$ cat config.mk
export PLATFORM = sky130hd
export DESIGN_NAME = thermal_backlight_derating_unit
export DESIGN_NICKNAME = d
export VERILOG_FILES = /design/src/hdl/tbd_pkg.sv /design/src/hdl/thermal_backlight_derating_unit.sv /design/src/hdl/tbd_cfg_regs.sv /design/src/hdl/tbd_serial_mul.sv /design/src/hdl/tbd_serial_div.sv
export SDC_FILE = /design/constraint.sdc
export NUM_CORES = 1
export LEC_CHECK = 0
export ABC_AREA = 1
export ABC_CLOCK_PERIOD_IN_PS = 2900
export BUFFER_PORTS_ARGS = -buffer_cell sky130_fd_sc_hd__buf_2
export CORE_MARGIN = 5
export CORE_UTILIZATION = 60
export DETAILED_ROUTE_END_ITERATION = 6
export PLACE_DENSITY = 0.81
export SYNTH_ARGS = -nofsm -noshare
export SYNTH_HDL_FRONTEND = slang
export SYNTH_SLANG_ARGS = --single-unit
$ cat constraint.sdc
create_clock -name i_clk -period 2.9 [get_ports i_clk]
set_input_delay 0 -clock i_clk [delete_from_list [all_inputs] [get_ports i_clk]]
set_output_delay 0 -clock i_clk [all_outputs]
set_load 0.01 [all_outputs]
$ cat src/hdl/tbd_pkg.sv
// Shared types and constants for the thermal backlight derating unit.
// No dependencies; imported by every module of the block.
package tbd_pkg;

    // field widths
    localparam int TEMP_W    = 18;
    localparam int DUTY_W    = 8;
    localparam int COUNT_W   = 8;
    localparam int TICK_W    = 6;
    localparam int SCALED_W  = 2 * DUTY_W;

    // configuration port
    localparam int CFG_DATA_W = 32;
    localparam int CFG_ADDR_W = 5;
    localparam int REG_IDX_W  = 3;

    // bit-serial multiplier: DUTY_W x DUTY_W, one multiplier bit per cycle
    localparam int MUL_W     = DUTY_W;
    localparam int MUL_CNT_W = $clog2(MUL_W);

    // bit-serial divide by a constant: one quotient bit per cycle
    localparam int DIV_W      = SCALED_W;
    localparam int DIV_CNT_W  = $clog2(DIV_W);
    localparam int RAMP_DIVISOR = 5;
    localparam int DIV_REM_W  = $clog2(RAMP_DIVISOR);

    typedef enum logic [REG_IDX_W-1:0] {
        REG_START_TEMP    = 3'd0,
        REG_STOP_TEMP     = 3'd1,
        REG_DUTY_SCALE    = 3'd2,
        REG_PERSIST_TICKS = 3'd3,
        REG_FLOOR_DUTY    = 3'd4,
        REG_RAMP_TICKS    = 3'd5,
        REG_RAMP_END_TICK = 3'd6
    } t_reg_idx;

    typedef struct packed {
        logic [TEMP_W-1:0]  start_temp;
        logic [TEMP_W-1:0]  stop_temp;
        logic [DUTY_W-1:0]  duty_scale;
        logic [COUNT_W-1:0] persist_ticks;
        logic [DUTY_W-1:0]  floor_duty;
        logic [TICK_W-1:0]  ramp_ticks;
        logic [TICK_W-1:0]  ramp_end_tick;
    } t_cfg;

    localparam t_cfg CFG_RESET = '{
        start_temp:    TEMP_W'(95000),
        stop_temp:     TEMP_W'(75000),
        duty_scale:    DUTY_W'(1),
        persist_ticks: COUNT_W'(50),
        floor_duty:    DUTY_W'(27),
        ramp_ticks:    TICK_W'(4),
        ramp_end_tick: TICK_W'(5)
    };

    typedef struct packed {
        logic [TEMP_W-1:0] temperature;
        logic [DUTY_W-1:0] requested_duty;
    } t_in_word;

    typedef struct packed {
        logic              duty_write;
        logic [DUTY_W-1:0] duty_value;
        logic              derating_on;
    } t_out_word;

endpackage

$ cat src/hdl/thermal_backlight_derating_unit.sv
// Top level of the thermal backlight derating unit: tick sequencer, output register.
// Depends on tbd_pkg, tbd_cfg_regs, tbd_serial_mul and tbd_serial_div.
//
// One input word per temperature tick gives exactly one output word. A word with
// no ramp running goes straight to the finish state; a ramp hold or ramp end tick
// uses the shared 8-bit bit-serial multiplier for the scaled duty, and a ramp step
// tick uses it again for count x step after the bit-serial divide by five. Input
// stall is low only when no word is in flight, so no new word is taken before the
// last one is through the sequence; the finished word sits in an output register,
// so a new word is taken while the previous result still waits on output stall.
// Configuration goes through an APB-style port, registers at 4*index; the user must
// write only while the block is idle, which the block itself does not enforce.
module thermal_backlight_derating_unit
    import tbd_pkg::*;
(
    input  logic                  i_clk,
    input  logic                  i_rst_n,
    // input channel
    input  logic                  i_in_valid,
    output logic                  o_in_stall,
    input  t_in_word              i_in_word,
    // output channel
    output logic                  o_out_valid,
    input  logic                  i_out_stall,
    output t_out_word             o_out_word,
    // configuration port
    input  logic                  psel,
    input  logic                  penable,
    input  logic                  pwrite,
    input  logic [CFG_ADDR_W-1:0] paddr,
    input  logic [CFG_DATA_W-1:0] pwdata,
    output logic [CFG_DATA_W-1:0] prdata,
    output logic                  pready
);

    // one-hot sequencer states
    typedef enum logic [4:0] {
        S_IDLE   = 5'b00001,   // waiting for a tick word
        S_SCALE  = 5'b00010,   // saved duty x duty_scale
        S_STEP   = 5'b00100,   // (scaled - floor) / 5
        S_PROD   = 5'b01000,   // ramp count x step
        S_FINISH = 5'b10000    // hand result to the output register
    } t_state;

    t_cfg cfg;

    t_state             r_state, n_state;
    logic               r_go, n_go;
    // derating control state
    logic               r_der, n_der;
    logic [COUNT_W-1:0] r_on, n_on;
    logic [COUNT_W-1:0] r_off, n_off;
    logic               r_ramp, n_ramp;
    logic [COUNT_W-1:0] r_rc, n_rc;
    logic [DUTY_W-1:0]  r_saved, n_saved;
    // per-word working values
    logic [SCALED_W-1:0] r_scaled, n_scaled;
    logic                r_wr, n_wr;
    logic [DUTY_W-1:0]   r_val, n_val;
    // output register
    logic                r_out_valid;
    t_out_word           r_out_word;

    logic                in_acc;
    logic                out_free;
    logic                ramp_dir_ok;
    logic                mul_start, mul_done;
    logic [MUL_W-1:0]    mul_a, mul_b;
    logic [2*MUL_W-1:0]  mul_product;
    logic                div_start, div_done;
    logic [DUTY_W-1:0]   div_quotient;
    logic [DUTY_W-1:0]   prod_lo;

    tbd_cfg_regs u_cfg (
        .i_clk   (i_clk),
        .i_rst_n (i_rst_n),
        .psel    (psel),
        .penable (penable),
        .pwrite  (pwrite),
        .paddr   (paddr),
        .pwdata  (pwdata),
        .prdata  (prdata),
        .pready  (pready),
        .o_cfg   (cfg)
    );

    // one multiplier shared between the scaled duty and the ramp offset
    assign mul_start = r_go & ((r_state == S_SCALE) | (r_state == S_PROD));
    assign mul_a     = (r_state == S_PROD) ? div_quotient : r_saved;
    assign mul_b     = (r_state == S_PROD) ? r_rc : cfg.duty_scale;

    tbd_serial_mul u_mul (
        .i_clk     (i_clk),
        .i_rst_n   (i_rst_n),
        .i_start   (mul_start),
        .i_a       (mul_a),
        .i_b       (mul_b),
        .o_done    (mul_done),
        .o_product (mul_product)
    );

    assign div_start = r_go & (r_state == S_STEP);

    tbd_serial_div u_div (
        .i_clk      (i_clk),
        .i_rst_n    (i_rst_n),
        .i_start    (div_start),
        .i_dividend (r_scaled - SCALED_W'(cfg.floor_duty)),
        .o_done     (div_done),
        .o_quotient (div_quotient)
    );

    assign in_acc      = i_in_valid & ~o_in_stall;
    assign o_in_stall  = (r_state != S_IDLE);
    assign out_free    = ~r_out_valid | ~i_out_stall;
    // a ramp tick only drives a duty while one of the persistence counters runs
    assign ramp_dir_ok = (r_on != '0) | (r_off != '0);
    assign prod_lo     = mul_product[DUTY_W-1:0];

    always_comb begin
        n_state  = r_state;
        n_go     = 1'b0;
        n_der    = r_der;
        n_on     = r_on;
        n_off    = r_off;
        n_ramp   = r_ramp;
        n_rc     = r_rc;
        n_saved  = r_saved;
        n_scaled = r_scaled;
        n_wr     = r_wr;
        n_val    = r_val;
        case (r_state)
            S_IDLE: begin
                if (in_acc) begin
                    // hysteresis: count qualifying ticks, switch on persist + 1
                    if (!r_der) begin
                        if (i_in_word.temperature >= cfg.start_temp) begin
                            n_on = r_on + 1'b1;
                            if (r_on == cfg.persist_ticks) begin
                                n_der   = 1'b1;
                                n_off   = '0;
                                n_saved = i_in_word.requested_duty;
                                n_ramp  = 1'b1;
                            end
                        end else begin
                            n_on = '0;
                        end
                    end else begin
                        if (i_in_word.temperature <= cfg.stop_temp) begin
                            n_off = r_off + 1'b1;
                            if (r_off == cfg.persist_ticks) begin
                                n_der   = 1'b0;
                                n_on    = '0;
                                n_saved = i_in_word.requested_duty;
                                n_ramp  = 1'b1;
                            end
                        end else begin
                            n_off = '0;
                        end
                    end
                    n_wr = 1'b0;
                    if (n_ramp) begin
                        n_state = S_SCALE;
                        n_go    = 1'b1;
                    end else begin
                        n_state = S_FINISH;
                    end
                end
            end
            S_SCALE: begin
                if (mul_done) begin
                    n_scaled = mul_product;
                    if (mul_product > SCALED_W'(cfg.floor_duty)) begin
                        n_rc = r_rc + 1'b1;
                        if (r_rc < COUNT_W'(cfg.ramp_ticks)) begin
                            // ramp step: needs the step size first
                            n_wr    = ramp_dir_ok;
                            n_state = S_STEP;
                            n_go    = 1'b1;
                        end else begin
                            if (r_rc < COUNT_W'(cfg.ramp_end_tick)) begin
                                // hold at the end point of the ramp
                                n_wr  = ramp_dir_ok;
                                n_val = (r_on != '0) ? cfg.floor_duty
                                                     : mul_product[DUTY_W-1:0];
                            end else begin
                                n_rc   = '0;
                                n_ramp = 1'b0;
                            end
                            n_state = S_FINISH;
                        end
                    end else begin
                        // scaled at or below floor: ramp stays armed, nothing driven
                        n_state = S_FINISH;
                    end
                end
            end
            S_STEP: begin
                if (div_done) begin
                    n_state = S_PROD;
                    n_go    = 1'b1;
                end
            end
            S_PROD: begin
                if (mul_done) begin
                    // down toward the floor while derating, else up from it
                    n_val   = (r_on != '0) ? (r_scaled[DUTY_W-1:0] - prod_lo)
                                           : (cfg.floor_duty + prod_lo);
                    n_state = S_FINISH;
                end
            end
            S_FINISH: begin
                if (out_free) begin
                    n_state = S_IDLE;
                end
            end
            default: begin
                n_state = S_IDLE;
            end
        endcase
    end

    always_ff @(posedge i_clk) begin
        if (!i_rst_n) begin
            r_state     <= S_IDLE;
            r_go        <= 1'b0;
            r_der       <= 1'b0;
            r_on        <= '0;
            r_off       <= '0;
            r_ramp      <= 1'b0;
            r_rc        <= '0;
            r_saved     <= '0;
            r_out_valid <= 1'b0;
        end else begin
            r_state <= n_state;
            r_go    <= n_go;
            r_der   <= n_der;
            r_on    <= n_on;
            r_off   <= n_off;
            r_ramp  <= n_ramp;
            r_rc    <= n_rc;
            r_saved <= n_saved;
            if ((r_state == S_FINISH) && out_free) begin
                r_out_valid <= 1'b1;
            end else if (!i_out_stall) begin
                r_out_valid <= 1'b0;
            end
        end
    end

    // working values and output word carry no reset
    always_ff @(posedge i_clk) begin
        r_scaled <= n_scaled;
        r_wr     <= n_wr;
        r_val    <= n_val;
        if ((r_state == S_FINISH) && out_free) begin
            r_out_word.duty_write  <= r_wr;
            r_out_word.duty_value  <= r_wr ? r_val : '0;
            r_out_word.derating_on <= r_der;
        end
    end

    assign o_out_valid = r_out_valid;
    assign o_out_word  = r_out_word;

`ifndef SYNTHESIS
    a_stall_after_accept: assert property (@(posedge i_clk) disable iff (!i_rst_n)
        in_acc |=> o_in_stall)
        else $error("input taken without entering the sequence");

    a_mul_done_state: assert property (@(posedge i_clk) disable iff (!i_rst_n)
        mul_done |-> ((r_state == S_SCALE) || (r_state == S_PROD)))
        else $error("multiplier finished outside a multiply state");

    a_div_done_state: assert property (@(posedge i_clk) disable iff (!i_rst_n)
        div_done |-> (r_state == S_STEP))
        else $error("divider finished outside the step state");

    a_derate_on_accept: assert property (@(posedge i_clk) disable iff (!i_rst_n)
        (r_der != $past(r_der)) |-> $past(in_acc))
        else $error("derating state changed without a tick");

    a_idle_duty_zero: assert property (@(posedge i_clk) disable iff (!i_rst_n)
        (o_out_valid && !o_out_word.duty_write) |-> (o_out_word.duty_value == '0))
        else $error("duty value driven without a duty write");
`endif

endmodule

$ cat src/hdl/tbd_cfg_regs.sv
// Configuration register file behind the APB-style port.
// Depends on tbd_pkg (t_cfg, register indexes, reset values).
module tbd_cfg_regs
    import tbd_pkg::*;
(
    input  logic                  i_clk,
    input  logic                  i_rst_n,
    input  logic                  psel,
    input  logic                  penable,
    input  logic                  pwrite,
    input  logic [CFG_ADDR_W-1:0] paddr,
    input  logic [CFG_DATA_W-1:0] pwdata,
    output logic [CFG_DATA_W-1:0] prdata,
    output logic                  pready,
    output t_cfg                  o_cfg
);

    t_cfg                 r_cfg;
    t_cfg                 n_cfg;
    logic [REG_IDX_W-1:0] idx;
    logic                 wr_en;

    assign idx    = paddr[CFG_ADDR_W-1:2];
    assign wr_en  = psel & penable & pwrite;
    assign pready = 1'b1;
    assign o_cfg  = r_cfg;

    always_comb begin
        n_cfg = r_cfg;
        if (wr_en) begin
            case (idx)
                REG_START_TEMP:    n_cfg.start_temp    = pwdata[TEMP_W-1:0];
                REG_STOP_TEMP:     n_cfg.stop_temp     = pwdata[TEMP_W-1:0];
                REG_DUTY_SCALE:    n_cfg.duty_scale    = pwdata[DUTY_W-1:0];
                REG_PERSIST_TICKS: n_cfg.persist_ticks = pwdata[COUNT_W-1:0];
                REG_FLOOR_DUTY:    n_cfg.floor_duty    = pwdata[DUTY_W-1:0];
                REG_RAMP_TICKS:    n_cfg.ramp_ticks    = pwdata[TICK_W-1:0];
                REG_RAMP_END_TICK: n_cfg.ramp_end_tick = pwdata[TICK_W-1:0];
                default:           n_cfg = r_cfg;
            endcase
        end
    end

    always_comb begin
        case (idx)
            REG_START_TEMP:    prdata = CFG_DATA_W'(r_cfg.start_temp);
            REG_STOP_TEMP:     prdata = CFG_DATA_W'(r_cfg.stop_temp);
            REG_DUTY_SCALE:    prdata = CFG_DATA_W'(r_cfg.duty_scale);
            REG_PERSIST_TICKS: prdata = CFG_DATA_W'(r_cfg.persist_ticks);
            REG_FLOOR_DUTY:    prdata = CFG_DATA_W'(r_cfg.floor_duty);
            REG_RAMP_TICKS:    prdata = CFG_DATA_W'(r_cfg.ramp_ticks);
            REG_RAMP_END_TICK: prdata = CFG_DATA_W'(r_cfg.ramp_end_tick);
            default:           prdata = '0;
        endcase
    end

    always_ff @(posedge i_clk) begin
        if (!i_rst_n) begin
            r_cfg <= CFG_RESET;
        end else begin
            r_cfg <= n_cfg;
        end
    end

endmodule

$ cat src/hdl/tbd_serial_mul.sv
// Bit-serial unsigned multiplier, one multiplier bit per cycle (shift-right form).
// Depends on tbd_pkg (MUL_W, MUL_CNT_W).
module tbd_serial_mul
    import tbd_pkg::*;
(
    input  logic               i_clk,
    input  logic               i_rst_n,
    input  logic               i_start,
    input  logic [MUL_W-1:0]   i_a,
    input  logic [MUL_W-1:0]   i_b,
    output logic               o_done,
    output logic [2*MUL_W-1:0] o_product
);

    logic                 r_busy;
    logic                 r_done;
    logic [MUL_CNT_W-1:0] r_cnt;
    logic [MUL_W-1:0]     r_a;
    logic [MUL_W-1:0]     r_hi;
    logic [MUL_W-1:0]     r_lo;
    logic [MUL_W:0]       sum;

    // partial sum of the high half; its low bit drops into the low half
    assign sum       = {1'b0, r_hi} + (r_lo[0] ? {1'b0, r_a} : '0);
    assign o_done    = r_done;
    assign o_product = {r_hi, r_lo};

    always_ff @(posedge i_clk) begin
        if (!i_rst_n) begin
            r_busy <= 1'b0;
            r_done <= 1'b0;
            r_cnt  <= '0;
        end else begin
            r_done <= 1'b0;
            if (i_start) begin
                r_busy <= 1'b1;
                r_cnt  <= '0;
            end else if (r_busy) begin
                r_cnt <= r_cnt + 1'b1;
                if (r_cnt == MUL_CNT_W'(MUL_W - 1)) begin
                    r_busy <= 1'b0;
                    r_done <= 1'b1;
                end
            end
        end
    end

    always_ff @(posedge i_clk) begin
        if (i_start) begin
            r_a  <= i_a;
            r_hi <= '0;
            r_lo <= i_b;
        end else if (r_busy) begin
            r_hi <= sum[MUL_W:1];
            r_lo <= {sum[0], r_lo[MUL_W-1:1]};
        end
    end

endmodule

$ cat src/hdl/tbd_serial_div.sv
// Bit-serial divide by the ramp divisor, one quotient bit per cycle (restoring).
// Keeps the low DUTY_W quotient bits only. Depends on tbd_pkg.
module tbd_serial_div
    import tbd_pkg::*;
(
    input  logic              i_clk,
    input  logic              i_rst_n,
    input  logic              i_start,
    input  logic [DIV_W-1:0]  i_dividend,
    output logic              o_done,
    output logic [DUTY_W-1:0] o_quotient
);

    logic                 r_busy;
    logic                 r_done;
    logic [DIV_CNT_W-1:0] r_cnt;
    logic [DIV_W-1:0]     r_num;
    logic [DIV_REM_W-1:0] r_rem;
    logic [DUTY_W-1:0]    r_quo;
    logic [DIV_REM_W:0]   trial;
    logic                 q_bit;
    logic [DIV_REM_W-1:0] rem_next;

    assign trial    = {r_rem, r_num[DIV_W-1]};
    assign q_bit    = (trial >= (DIV_REM_W+1)'(RAMP_DIVISOR));
    assign rem_next = q_bit ? DIV_REM_W'(trial - (DIV_REM_W+1)'(RAMP_DIVISOR))
                            : trial[DIV_REM_W-1:0];
    assign o_done     = r_done;
    assign o_quotient = r_quo;

    always_ff @(posedge i_clk) begin
        if (!i_rst_n) begin
            r_busy <= 1'b0;
            r_done <= 1'b0;
            r_cnt  <= '0;
        end else begin
            r_done <= 1'b0;
            if (i_start) begin
                r_busy <= 1'b1;
                r_cnt  <= '0;
            end else if (r_busy) begin
                r_cnt <= r_cnt + 1'b1;
                if (r_cnt == DIV_CNT_W'(DIV_W - 1)) begin
                    r_busy <= 1'b0;
                    r_done <= 1'b1;
                end
            end
        end
    end

    // quotient shifts left, so the top bits fall away and the low byte remains
    always_ff @(posedge i_clk) begin
        if (i_start) begin
            r_num <= i_dividend;
            r_rem <= '0;
            r_quo <= '0;
        end else if (r_busy) begin
            r_num <= {r_num[DIV_W-2:0], 1'b0};
            r_rem <= rem_next;
            r_quo <= {r_quo[DUTY_W-2:0], q_bit};
        end
    end

endmodule

; ---- Word level (Yosys, flattened, before mapping)
; Index checks and enable logic that the tools add are counted.
[classes]
addsub = 10
order_cmp = 6
eq_ne = 29
muxes = 82
bitwise_logic = 14
n_reduce_logical = 31
[ops]
columns = cell, n
row1 = $mux 8, 27
row2 = $pmux 18 s7, 1
row3 = $mux 5, 8
row4 = $mux 1, 38
row5 = $mux 16, 2
row6 = $pmux 5 s5, 1
row7 = $add 8x1->8 const B, 3
row8 = $ge 18x18->1, 1
row9 = $le 18x18->1, 1
row10 = $reduce_and 2->1, 9
row11 = $reduce_and 6->1, 3
row12 = $eq 8x8->1, 2
row13 = $gt 16x8->1, 1
row14 = $lt 8x6->1, 2
row15 = $ne 2x1->1 const B, 8
row16 = $pmux 8 s2, 1
row17 = $reduce_bool 8->1, 2
row18 = $sub 16x8->16, 1
row19 = $eq 3x3->1 const B, 4
row20 = $reduce_bool 2->1, 6
row21 = $reduce_and 5->1, 2
row22 = $add 8x9->9, 1
row23 = $add 8x8->8, 1
row24 = $ne 2x2->1 const B, 4
row25 = 27 further kinds, 43
[totals]
register_bits = 210
inputBits = 70
out_inout_bits = 45
wordCells = 206

; ---- Logic depth before layout (Yosys ltp)
; Gate-level depths: netlist of the first run.
[logic_depth]
ltp_word = 9
depth_mapped = 18
ltp_nobuf = 18

; ---- By module
; A second synthesis of the first run with hierarchy kept.
[unflattened]
hier_cells = 1738
hier_area_um2 = 12958.7
[modules_own_cells]
columns = mod, n_inst, cells_each, area_each_um2
row1 = thermal_backlight_derating_unit, 1, 855, 6291.0
row2 = tbd_cfg_regs, 1, 562, 3763.6
row3 = tbd_serial_mul, 1, 168, 1487.7
row4 = tbd_serial_div, 1, 153, 1416.4

; ---- Worst setup path before layout of the first run
; No wires, ideal clock.
[synth_path]
kind = reg2reg
startpoint = reg u_mul.r_lo[0]
endpoint = reg r_val[0], enable pin
arrival_time_ps = 2163
required_ps = 2525
setup_slack_ps = 362
path_stages_with_launch = 15
n_path_buf = 1
synth_period_minus_slack_ps = 2538
cell_sequence = edfxtp_1 -> clkbuf_1 -> inv_1 -> ha_1 -> nor2_1 -> nor2_1 -> o21ai_0 -> nand2_1 -> nand2_1 -> nand2_1 -> nand2_1 -> inv_1 -> o21ai_0 -> nand3_1 -> a21oi_1
[synth_via]
elab_chain_cells = 3
[synth_rtl]
columns = item, line
row1 = "start, declared", tbd_serial_mul.sv:20  ; logic [MUL_W-1:0] r_lo;
row2 = "start signal, assigned", tbd_serial_mul.sv:52  ; r_lo <= i_b;
row3 = "start signal, assigned", tbd_serial_mul.sv:55  ; r_lo <= {sum[0], r_lo[MUL_W-1:1]};
row4 = $gt 16x8->1, thermal_backlight_derating_unit.sv:173  ; if (mul_product > SCALED_W'(cfg.floor_duty)) begin
row5 = $ne 2x1->1 (no line), n/a
row6 = $reduce_and 6->1 (no line), n/a
row7 = "end signal, assigned", thermal_backlight_derating_unit.sv:255  ; r_val <= n_val;
row8 = "end, declared", thermal_backlight_derating_unit.sv:59  ; logic [DUTY_W-1:0] r_val, n_val;
; Every way passes these cells.
; A chain may end at the register's enable or synchronous reset.

; ---- Final worst setup path of the first run
[layout_path]
startpoint = reg u_cfg.r_cfg (netlist bit u_cfg.o_cfg[71])
endpoint = reg r_saved[3]
[layout_via]
elab_chain_cells = 3
[layout_rtl]
columns = item, line
row1 = "start, declared", tbd_cfg_regs.sv:18  ; t_cfg r_cfg;
row2 = "start signal, assigned", tbd_cfg_regs.sv:61  ; r_cfg <= n_cfg;
row3 = $ge 18x18->1, thermal_backlight_derating_unit.sv:137  ; if (i_in_word.temperature >= cfg.start_temp) begin
row4 = $reduce_bool 2->1 (no line), n/a
row5 = $reduce_and 6->1 (no line), n/a
row6 = "end signal, assigned", thermal_backlight_derating_unit.sv:242  ; r_saved <= n_saved;
row7 = "end, declared", thermal_backlight_derating_unit.sv:55  ; logic [DUTY_W-1:0] r_saved, n_saved;
; Every way passes these cells.

==> impl_summary.log, run 1 <==
[metrics] status: finished clean
[metrics] number of buffers created by CTS: 24
[metrics] fraction of final layout cells with drive strength greater than 1: 11.7%
[metrics] data required time of the worst path: 3310 ps
[metrics] distinct cell type count of the synthesized netlist: 58
[metrics] achievable clock frequency: 0.369 GHz
[metrics] CTS tree: yes
[metrics] total gr overflow: 0
[metrics] Antenna diodes: 0
[metrics] row count: 51
[metrics] number of non-filler instances in the completed layout: 1,898
[metrics] yosys synthesis warning count: 0
[metrics] vertical die dimension: 151 um
[metrics] worst max-slew margin expressed relative to the limit: 34.4%
[metrics] number of hold violations in the final report: 0
[metrics] routed length on met3: 2340 um
[metrics] Final Skew: 13.6 ps
[metrics] die boundary width: 151 um
[metrics] clock latency at the later pin of the worst-skew pair: 520 ps
[metrics] Die Footprint: 22,700 um^2
[metrics] number of nets with antenna violations after detailed routing: 0
[metrics] depth of the worst register-to-register path: 16
[metrics] mux cell area share after synthesis: 0%
[metrics] number of global-route vias before repair: 10,100
[metrics] amount of wire on met2 after detailed routing: 15,000 um
[metrics] Routed Wire Length: 30,600 um
[metrics] worst setup path start: u_cfg.o_cfg[71]$_SDFFE_PN0P_
[metrics] register-to-register path setup slack: 190 ps
[metrics] post-synthesis share of cell area spent on and, or, nand and nor gates: 19.9%
[metrics] static leakage: 6.15 nW
[metrics] largest incremental delay on the critical path: 550 ps
[metrics] max-cap check violation count: 0
[metrics] share of the yosys chip area belonging to registers: 41.1%
[metrics] maximum number of pins on one net before global-route repair: 72
[metrics] Critical Path End: r_saved[3]$_SDFFE_PN0P_
[metrics] H-Tree Depth: 1
[metrics] Fin Setup TNS: 0 ps
[metrics] peak supply drop: 515 uV
[metrics] combinational family with the most area after synthesis: simple AND/OR/NAND/NOR gates
[metrics] clk slew on worst S/H paths: 60 ps
[metrics] half-perimeter wire length after detailed placement: 21,800 um
[metrics] post-synthesis cell count: 1,496
[metrics] critical-path cell with the highest stage delay: sky130_fd_sc_hd__dlygate4sd3_1
[metrics] average detailed-routed wire length per instance: 16.1 um
[metrics] category of the worst setup path capture point: flop
[metrics] predominant post-synthesis flop cell: sky130_fd_sc_hd__dfxtp_1
[metrics] largest driver fanout on the critical path: 8
[metrics] leading post-synthesis cells by instance count: 269 x sky130_fd_sc_hd__nand2_1, 210 x sky130_fd_sc_hd__inv_1, 143 x sky130_fd_sc_hd__dfxtp_1
[metrics] fraction of the mapped netlist area in compound gates: 16.6%
[metrics] effective utilization at floorplan: 61.0%
[metrics] Root Driver: sky130_fd_sc_hd__clkbuf_16
[metrics] total design power: 0.00809 W
[metrics] logic depth of the worst setup path including buffers: 16
[metrics] via count: 10,618
[metrics] maximum number of buffers from clock root to sink: 3
[metrics] Setup-failing EPs final: 0
[metrics] area share of the largest cell type after synthesis: 24.1%
[metrics] CP Buf/Inv Count: 4
[metrics] worst setup path category: reg2reg
[metrics] DRT met1 WL: 12,400 um
[metrics] global-route usage over all layers: 26.7%
[metrics] pins over their slew limit: 0
[metrics] detailed router's first-iteration violation count: 847
[metrics] classification of the worst-slack hold path: in2reg
[metrics] shortest clock period the worst path allows after layout: 2710 ps
[metrics] Std-Cell Core Area: 19,500 um^2
[metrics] startpoint class of the critical path: flop
[metrics] first-pass GRT wire length: 49,200 um
[metrics] clock sink count: 210
[metrics] most frequent cell after synthesis: sky130_fd_sc_hd__nand2_1
[metrics] area share of xor/xnor cells in the synthesized design: 2.36%
[metrics] last weighted congestion value of the routability-driven placer: 0.919
[metrics] post-synthesis share of cell area spent on full adders, half adders and majority gates: 10.6%
[metrics] Area growth, synth to finish: 14.8%
[metrics] highest metal used: met4
[metrics] reg2reg end: r_saved[3]$_SDFFE_PN0P_
[metrics] number of iterations in the first detailed-routing pass: 5
[metrics] #FFs+latches synth: 210
[metrics] cell area after synthesis: 11,900 um^2
[metrics] Worst Hold Slack: 31.6 ps
[metrics] proportion of register bits with asynchronous set or reset after synthesis: 0%
[metrics] cell accounting for the most synthesized area: sky130_fd_sc_hd__dfxtp_1
[metrics] CP arrival: 3120 ps
[metrics] number of port buffers: 83
[metrics] critical path's top delay family: simple AND/OR/NAND/NOR gates
[metrics] power density over the cells: 594 nW/um^2
[metrics] DP Cell Count: 1,820
[metrics] total number of nets in the final design: 1,783
[metrics] number of top-level pins: 115
[metrics] residual DRC count: 0
[metrics] actual slew at the worst max-slew pin: 983 ps
[metrics] syn avg cell area: 7.93 um^2
[metrics] cell breakdown of the critical path: inv_1 > ha_1 > nand2_2 > nor2_4 > inv_2 > a21oi_1 > nor2_1 > nand3_2 > nand2_2 > nand2_4 > nand2_2 > nor2_4 > inv_4 > nor2_1 > nor2_1 > dlygate4sd3_1
[metrics] leading cell types by total area after synthesis: sky130_fd_sc_hd__dfxtp_1 24%, sky130_fd_sc_hd__edfxtp_1 17%, sky130_fd_sc_hd__ha_1 9.9%
[metrics] initial antenna violation count: 0
[metrics] launch instance of the worst register-to-register path: u_cfg.o_cfg[71]$_SDFFE_PN0P_
[metrics] EDFF count, synth: 67
[metrics] via density per instance: 5.59
[metrics] Tcrit/Tclk final: 93.3%
metal layers:
metal | up-vias | track usage (%)
met2 | 437 | 46.6
met1 | 4876 | 34.1
met4 | 0 | 8.30
li1 | 5232 | -
met5 | - | 0
met3 | 73 | 4.18
where the power goes:
group          switching (W)  total, W  internal (W)
logic                0.00107   0.00165      0.000578
clock network        0.00123   0.00303       0.00180
registers           0.000158   0.00341       0.00325
total                0.00246   0.00809       0.00563
registers in the layout (all words and copies together), names as in the netlist, 5 cells and up:
register and count:
u_mul.r_hi 8, r_val 8, r_rc 8, u_mul.r_lo 8, u_div.r_num 16, o_out_word 10, u_cfg.o_cfg 72, r_saved 8
r_scaled 16, r_on 8, u_mul.r_a 8, u_div.o_quotient 8, r_state 5, r_off 8
kinds of logic (layout without fill, tap and decap cells):
| group | after synthesis | count (layout) |
|---|---|---|
| XOR/XNOR | 32 | 32 |
| adder cells (fa/ha/maj) | 98 | 98 |
| AND/OR/NAND/NOR | 534 | 534 |
| buffers and inverters | 273 | 397 |
| flip-flops | 210 | 210 |
| other | 2 | 15 |
| AO/OA/AOI/OAI | 347 | 347 |
final cells by class:
type,count,area [um^2]
Multi-Input combinational cell,1026,5950
Tap cell,265,332
Fill cell,1528,5840
Clock inverter,14,120
Sequential cell,210,4870
Clock buffer,30,664
Inverter,225,855
Timing Repair Buffer,128,831
through the flow:
step | worst slack [ps] | util (%) | area [um^2]
after floorplan | 362 | - | 11900
after global placement | 439 | 64.2 | 12500
after detailed placement | 322 | 64.2 | 12500
after CTS | 159 | 69.8 | 13600
final | 194 | 70.0 | 13600
after global routing | -10.3 | 70.0 | 13600
worst min path at each step:
stage | from | end | depth (start not counted)
6_report | paddr[2] | u_cfg.o_cfg[28]$_SDFFE_PN1P_ | 5
3_3_place_gp | pwdata[14] | u_cfg.o_cfg[68]$_SDFFE_PN1P_ | 3
5_1_grt | paddr[2] | u_cfg.o_cfg[28]$_SDFFE_PN1P_ | 5
3_5_place_dp | i_in_word[6] | r_saved[6]$_SDFFE_PN0P_ | 3
2_1_floorplan | pwdata[0] | u_cfg.o_cfg[28]$_SDFFE_PN1P_ | 2
4_1_cts | paddr[2] | u_cfg.o_cfg[28]$_SDFFE_PN1P_ | 5
timing repair:
item,CTS,global route
endpoints found under the hold margin,84,0
resized for setup,0,5
setup buffers,0,3
hold buffers,31,0
endpoints found under the setup margin,0,10
worst reg2reg max path, cell delays in order, from the launching register on:
cell and delay (ps):
sky130_fd_sc_hd__dfxtp_1 320, sky130_fd_sc_hd__inv_1 70, sky130_fd_sc_hd__ha_1 320, sky130_fd_sc_hd__nand2_2 90, sky130_fd_sc_hd__nor2_4 150, sky130_fd_sc_hd__inv_2 50, sky130_fd_sc_hd__a21oi_1 130, sky130_fd_sc_hd__nor2_1 70
sky130_fd_sc_hd__nand3_2 100, sky130_fd_sc_hd__nand2_2 80, sky130_fd_sc_hd__nand2_4 80, sky130_fd_sc_hd__nand2_2 100, sky130_fd_sc_hd__nor2_4 240, sky130_fd_sc_hd__inv_4 90, sky130_fd_sc_hd__nor2_1 110, sky130_fd_sc_hd__nor2_1 60
sky130_fd_sc_hd__dlygate4sd3_1 550
placed cells by master, fill, tap and decap left out, types with 25 or more instances in the layout:
cell                            Yosys  routed
sky130_fd_sc_hd__nand2_1          269     268
sky130_fd_sc_hd__inv_1            210     210
sky130_fd_sc_hd__dfxtp_1          143     143
sky130_fd_sc_hd__nor2_1           138     137
sky130_fd_sc_hd__o21ai_0          133     132
sky130_fd_sc_hd__a21oi_1          111     111
sky130_fd_sc_hd__ha_1              94      93
sky130_fd_sc_hd__buf_2              7      83
sky130_fd_sc_hd__edfxtp_1          67      67
sky130_fd_sc_hd__nand3_1           46      46
sky130_fd_sc_hd__dlygate4sd3_1      0      31
sky130_fd_sc_hd__clkbuf_16          0      25
Power figures use the tool's default switching activity.
==> inputs of run 2 (changes only) <==
--- a/config.mk
+++ b/config.mk
@@ -6,5 +6,5 @@
 export NUM_CORES = 1
 export LEC_CHECK = 0
-export ABC_AREA = 1
+export ABC_AREA = 0
 export ABC_CLOCK_PERIOD_IN_PS = 2900
 export BUFFER_PORTS_ARGS = -buffer_cell sky130_fd_sc_hd__buf_2
@@ -13,4 +13,5 @@
 export DETAILED_ROUTE_END_ITERATION = 6
 export PLACE_DENSITY = 0.81
+export REMOVE_ABC_BUFFERS = 1
 export SYNTH_ARGS = -nofsm -noshare
 export SYNTH_HDL_FRONTEND = slang
==> constraint.sdc (replaced) <==
create_clock -name i_clk -period 2.9 [get_ports i_clk]
set_input_delay 0.58 -clock i_clk [delete_from_list [all_inputs] [get_ports i_clk]]
set_output_delay 0.58 -clock i_clk [all_outputs]
set_load 0.01 [all_outputs]
==> impl_summary.log, run 2 <==
[metrics] status: finished with violations
[metrics] violated checks: design-rule violations
[metrics] largest driver fanout on the critical path: 8
[metrics] via density per instance: 5.66
[metrics] Area growth, synth to finish: 13.2%
[metrics] logic depth of the worst setup path including buffers: 8
[metrics] number of iterations in the first detailed-routing pass: 7
[metrics] Final Skew: 14.5 ps
[metrics] post-synthesis cell count: 1,330
[metrics] via count: 9,671
[metrics] Post-CTS Setup Inserts: 0
[metrics] #FFs+latches synth: 210
[metrics] category of the worst setup path capture point: flop
[metrics] maximum number of pins on one net before global-route repair: 39
[metrics] # resized after CTS: 0
[metrics] half-perimeter wire length after detailed placement: 20,600 um
[metrics] Worst Hold Slack: 299 ps
[metrics] shortest clock period the worst path allows after layout: 2770 ps
[metrics] fraction of final layout cells with drive strength greater than 1: 13.4%
[metrics] static leakage: 5.69 nW
[metrics] CP Buf/Inv Count: 2
[metrics] number of global-route vias before repair: 9,786
[metrics] total gr overflow: 0
[metrics] row count: 51
[metrics] Std-Cell Core Area: 19,500 um^2
[metrics] most used cells in the layout excluding fill and tap cells: 182 x sky130_fd_sc_hd__nand2_1, 146 x sky130_fd_sc_hd__nor2_1, 143 x sky130_fd_sc_hd__dfxtp_1
[metrics] distinct cell type count of the synthesized netlist: 68
[metrics] max-cap check violation count: 0
[metrics] worst max-slew margin expressed relative to the limit: 41.8%
[metrics] Setup-failing EPs final: 0
[metrics] EDFF count, synth: 67
[metrics] last weighted congestion value of the routability-driven placer: 0.933
[metrics] cell breakdown of the critical path: inv_1 > ha_1 > nand4_1 > o31a_1 > a311oi_1 > buf_4 > o21ai_0 > and3_1
[metrics] CTS tree: yes
[metrics] maximum number of buffers from clock root to sink: 3
[metrics] depth of the worst register-to-register path: 8
[metrics] proportion of register bits with asynchronous set or reset after synthesis: 0%
[metrics] vertical die dimension: 151 um
[metrics] average detailed-routed wire length per instance: 16.4 um
[metrics] critical path's top delay family: compound AO/OA/AOI/OAI gates
[metrics] leading cell type in the layout, fill and taps excluded: sky130_fd_sc_hd__nand2_1
[metrics] residual DRC count: 3
[metrics] Routed Wire Length: 28,000 um
[metrics] die boundary width: 151 um
[metrics] achievable clock frequency: 0.361 GHz
[metrics] most frequent cell after synthesis: sky130_fd_sc_hd__nand2_1
[metrics] syn avg cell area: 8.99 um^2
[metrics] H-Tree Depth: 1
[metrics] detailed router's first-iteration violation count: 602
[metrics] cell area after synthesis: 12,000 um^2
[metrics] critical-path cell with the highest stage delay: sky130_fd_sc_hd__edfxtp_1
[metrics] clock sink count: 210
[metrics] number of nets with antenna violations after detailed routing: 0
[metrics] clock latency at the later pin of the worst-skew pair: 510 ps
[metrics] actual slew at the worst max-slew pin: 872 ps
[metrics] final worst slack: 129 ps
[metrics] cell accounting for the most synthesized area: sky130_fd_sc_hd__dfxtp_1
[metrics] Post-Place Setup Slack: 92.8 ps
[metrics] Hold Path Depth: 3
[metrics] total number of nets in the final design: 1,595
[metrics] Die Footprint: 22,900 um^2
[metrics] number of flip-flops in the largest register: 72
[metrics] area share of the largest cell type after synthesis: 23.9%
[metrics] predominant post-synthesis flop cell: sky130_fd_sc_hd__dfxtp_1
[metrics] share of the yosys chip area belonging to registers: 40.8%
[metrics] peak supply drop: 448 uV
[metrics] startpoint class of the critical path: flop
[metrics] pins over their slew limit: 0
[metrics] global-route usage over all layers: 24.8%
[metrics] register-to-register path setup slack: 130 ps
[metrics] share of the core filled with cells: 69.3%
[metrics] largest incremental delay on the critical path: 560 ps
[metrics] Fin Setup TNS: 0 ps
[metrics] Tcrit/Tclk final: 95.6%
[metrics] classification of the worst-slack hold path: in2reg
[metrics] CP arrival: 2970 ps
[metrics] clk slew on worst S/H paths: 60 ps
[metrics] yosys synthesis warning count: 0
[metrics] number of hold violations in the final report: 0
[metrics] first-pass GRT wire length: 46,300 um
[metrics] initial antenna violation count: 0
[metrics] effective utilization at floorplan: 61.3%
[metrics] setup repair after global routing missed its margin: no
[metrics] Antenna diodes: 0
[metrics] number of hold buffers added after CTS: 0
[metrics] Root Driver: sky130_fd_sc_hd__clkbuf_16
[metrics] number of port buffers: 83
[metrics] number of buffers created by CTS: 23
[metrics] worst setup path category: reg2reg
[metrics] power density over the cells: 482 nW/um^2
[metrics] data required time of the worst path: 3100 ps
[metrics] number of top-level pins: 115
[metrics] leading post-synthesis cells by instance count: 182 x sky130_fd_sc_hd__nand2_1, 146 x sky130_fd_sc_hd__nor2_1, 143 x sky130_fd_sc_hd__dfxtp_1
[metrics] leading cell types by total area after synthesis: sky130_fd_sc_hd__dfxtp_1 24%, sky130_fd_sc_hd__edfxtp_1 17%, sky130_fd_sc_hd__ha_1 9.8%
-- run 2: final timing paths --
check,from,endpoint
setup / recovery,u_mul.r_lo[0]$_DFFE_PP_,r_val[2]$_DFFE_PP_
hold / removal,i_in_word[3],r_saved[3]$_SDFFE_PN0P_
setup reg to reg,u_mul.r_lo[0]$_DFFE_PP_,r_val[2]$_DFFE_PP_
hold reg to reg,u_div.r_rem[2]$_SDFFE_PP0P_,u_div.r_rem[2]$_SDFFE_PP0P_
-- run 2: tightest hold or removal path: cells and delay by family --
kind	cells	cell delay (ps)
buf+inv	1	70
simple gates	1	70
mux	1	50
-- run 2: metrics by stage --
step	total power (W)	cells	instance area, um^2
global route	0.00675	1709	13500
floorplan	0.00345	1279	11700
global placement	0.00364	1664	12800
finish	0.00653	1709	13500
detailed placement	0.00366	1664	12800
CTS	0.00656	1706	13500
-- run 2: power by group --
part	switching, W	internal [W]	total (W)
logic	0.000299	0.000200	0.000500
registers	0.0000425	0.00307	0.00311
clock network	0.00117	0.00175	0.00292
total	0.00151	0.00502	0.00653
-- run 2: cells by family (layout without fill, tap and decap cells) --
kind of cell	count (synthesis)	count (layout)	synth area share [%]
and+or+nand+nor	467	467	17.8
buffers and inverters	160	261	5.54
adders and majority gates	98	98	10.5
other	2	15	0.0628
DFF	210	210	40.8
xor gates and xnor gates	57	57	4.17
AOI/OAI and AO/OA	246	246	13.0
muxes	90	90	8.20
-- run 2: final cells by class --
type | instances | area, um^2
clock buffers | 33 | 654
clock inverters | 9 | 101
fillers | 1560 | 5990
inverters | 96 | 360
multi-input cells | 973 | 6480
flip-flops and latches | 210 | 4870
well taps | 265 | 332
repair buffers | 123 | 741
-- run 2: per-layer routing --
| metal | global-route usage, % | vias to the layer above | wire (um) |
|---|---|---|---|
| li1 | - | 4795 | - |
| met1 | 29.8 | 4559 | 11700 |
| met2 | 44.5 | 264 | 14000 |
| met3 | 4.61 | 53 | 1560 |
| met4 | 8.39 | 0 | 790 |
| met5 | 0 | - | 0 |
==> inputs of run 3 (changes only) <==
Settings changed: PLACE_DENSITY 0.81 to 0.84.
==> impl_summary.log, run 3 (synthesized netlist as in run 2, its figures left out) <==
[metrics] clk slew on worst S/H paths: 60 ps
[metrics] shortest clock period the worst path allows after layout: 2750 ps
[metrics] setup repair after global routing missed its margin: no
[metrics] via count: 9,847
[metrics] average detailed-routed wire length per instance: 16.8 um
[metrics] worst max-slew margin expressed relative to the limit: 46.7%
[metrics] pins over their slew limit: 0
[metrics] peak supply drop: 430 uV
[metrics] category of the worst setup path capture point: flop
[metrics] filler cell count in the final layout: 1,491
[metrics] Final Skew: 14.9 ps
[metrics] clock sink count: 210
[metrics] fraction of final layout cells with drive strength greater than 1: 13.9%
[metrics] achievable clock frequency: 0.364 GHz
[metrics] power density over the cells: 500 nW/um^2
[metrics] number of global-route vias before repair: 9,955
[metrics] vertical die dimension: 151 um
[metrics] number of iterations in the first detailed-routing pass: 5
[metrics] effective utilization at floorplan: 61.3%
[metrics] total gr overflow: 0
[metrics] detailed router's first-iteration violation count: 669
[metrics] Std-Cell Core Area: 19,500 um^2
[metrics] Antenna diodes: 0
[metrics] data required time of the worst path: 3060 ps
[metrics] last weighted congestion value of the routability-driven placer: 0.934
[metrics] Routed Wire Length: 28,800 um
[metrics] Tcrit/Tclk final: 94.8%
[metrics] row count: 51
[metrics] final worst slack: 150 ps
[metrics] maximum number of pins on one net before global-route repair: 48
[metrics] max-cap check violation count: 0
[metrics] first-pass GRT wire length: 47,300 um
[metrics] number of buffers created by CTS: 24
[metrics] via density per instance: 5.74
[metrics] Final Instance Area: 13,700 um^2
[metrics] actual slew at the worst max-slew pin: 800 ps
[metrics] number of nets with antenna violations after detailed routing: 0
[metrics] Die Footprint: 22,900 um^2
[metrics] total number of nets in the final design: 1,600
[metrics] number of non-filler instances in the completed layout: 1,715
[metrics] worst setup path category: reg2reg
[metrics] CTS tree: yes
[metrics] most used cells in the layout excluding fill and tap cells: 182 x sky130_fd_sc_hd__nand2_1, 146 x sky130_fd_sc_hd__nor2_1, 143 x sky130_fd_sc_hd__dfxtp_1
[metrics] number of top-level pins: 115
[metrics] largest driver fanout on the critical path: 8
[metrics] Setup-failing EPs final: 0
[metrics] clock latency at the later pin of the worst-skew pair: 520 ps
[metrics] Area growth, synth to finish: 14.3%
[metrics] DP Cell Count: 1,666
[metrics] Root Driver: sky130_fd_sc_hd__clkbuf_16
[metrics] half-perimeter wire length after detailed placement: 21,100 um
[metrics] CP arrival: 2910 ps
[metrics] residual DRC count: 0
[metrics] number of hold buffers added after CTS: 0
[metrics] number of port buffers: 83
[metrics] die boundary width: 151 um
[metrics] leading cell type in the layout, fill and taps excluded: sky130_fd_sc_hd__nand2_1
[metrics] initial antenna violation count: 1
[metrics] placed cell areas: 12,800 um^2
[metrics] number of flip-flops in the largest register: 72
[metrics] classification of the worst-slack hold path: in2reg
[metrics] Post-Place Setup Slack: 91.8 ps
[metrics] number of hold violations in the final report: 0
[metrics] global-route usage over all layers: 25.4%
[metrics] static leakage: 5.76 nW
[metrics] status: finished clean
[metrics] maximum number of buffers from clock root to sink: 3
[metrics] Fin Setup TNS: 0 ps
[metrics] startpoint class of the critical path: flop
[metrics] H-Tree Depth: 1
[run 3: changes by cell type in the layout (fill, tap and decap cells not counted), sizes merged]
cell      previous run  this run
clkinvlp             1         0
bufinv               2         3
inv                 97        96
clkbuf              33        35
clkinv               5         6
buf                123       127
[run 3: final cells by class]
| type | count | area, um^2 | share of cell area (%) |
|---|---|---|---|
| clock inverters | 9 | 128 | 0.934 |
| flip-flops and latches | 210 | 4870 | 35.7 |
| well taps | 265 | 332 | 2.43 |
| repair buffers | 127 | 771 | 5.64 |
| inverters | 96 | 360 | 2.64 |
| multi-input cells | 973 | 6480 | 47.4 |
| clock buffers | 35 | 724 | 5.30 |
[run 3: path summary, 6_finish.rpt]
| check | from | end | slack, ps | depth (start not counted) |
|---|---|---|---|---|
| worst max-delay path | u_cfg.o_cfg[17]$_SDFFE_PN0P_ | r_val[7]$_DFFE_PP_ | 150 | 9 |
| worst min-delay path | i_in_word[0] | r_saved[0]$_SDFFE_PN0P_ | 300 | 3 |
| worst min register to register | u_div.r_rem[2]$_SDFFE_PP0P_ | u_div.r_rem[2]$_SDFFE_PP0P_ | 460 | 2 |
| worst max register to register | u_cfg.o_cfg[17]$_SDFFE_PN0P_ | r_val[7]$_DFFE_PP_ | 150 | 9 |
[run 3: through the flow]
stage / power [W] / hold slack (ps) / util (%)
finish: 0.00683 / 296 / 70.0
global route: 0.00705 / 294 / 70.0
CTS: 0.00686 / 281 / 69.8
detailed placement: 0.00366 / 457 / 65.4
global placement: 0.00364 / 444 / 65.4
floorplan: 0.00345 / 432 / -
[run 3: power by group]
group / switching, W / internal (W) / total [W]
clock network: 0.00122 / 0.00200 / 0.00322
logic: 0.000301 / 0.000200 / 0.000501
registers: 0.0000426 / 0.00307 / 0.00311
[run 3: worst max-delay path: stages, from the launching register on]
cell	delay, ps
sky130_fd_sc_hd__dfxtp_1	460
sky130_fd_sc_hd__inv_1	120
sky130_fd_sc_hd__ha_1	380
sky130_fd_sc_hd__a21oi_1	100
sky130_fd_sc_hd__o21ai_0	260
sky130_fd_sc_hd__o31a_1	210
sky130_fd_sc_hd__a311oi_1	70
sky130_fd_sc_hd__buf_4	190
sky130_fd_sc_hd__o21ai_0	120
sky130_fd_sc_hd__and3_1	490
[run 3: layer usage]
layer | share of wire (%) | vias up | track usage, %
li1 | - | 4827 | -
met2 | 50 | 358 | 45.9
met3 | 6.4 | 93 | 4.67
met4 | 4.0 | 2 | 10.2
met5 | 0.066 | - | 0
met1 | 40 | 4567 | 29.7
[run 3: what timing repair did]
action | in CTS | in global routing
resized for setup | 0 | 0
setup endpoints to repair | 0 | 16
setup buffers | 0 | 5
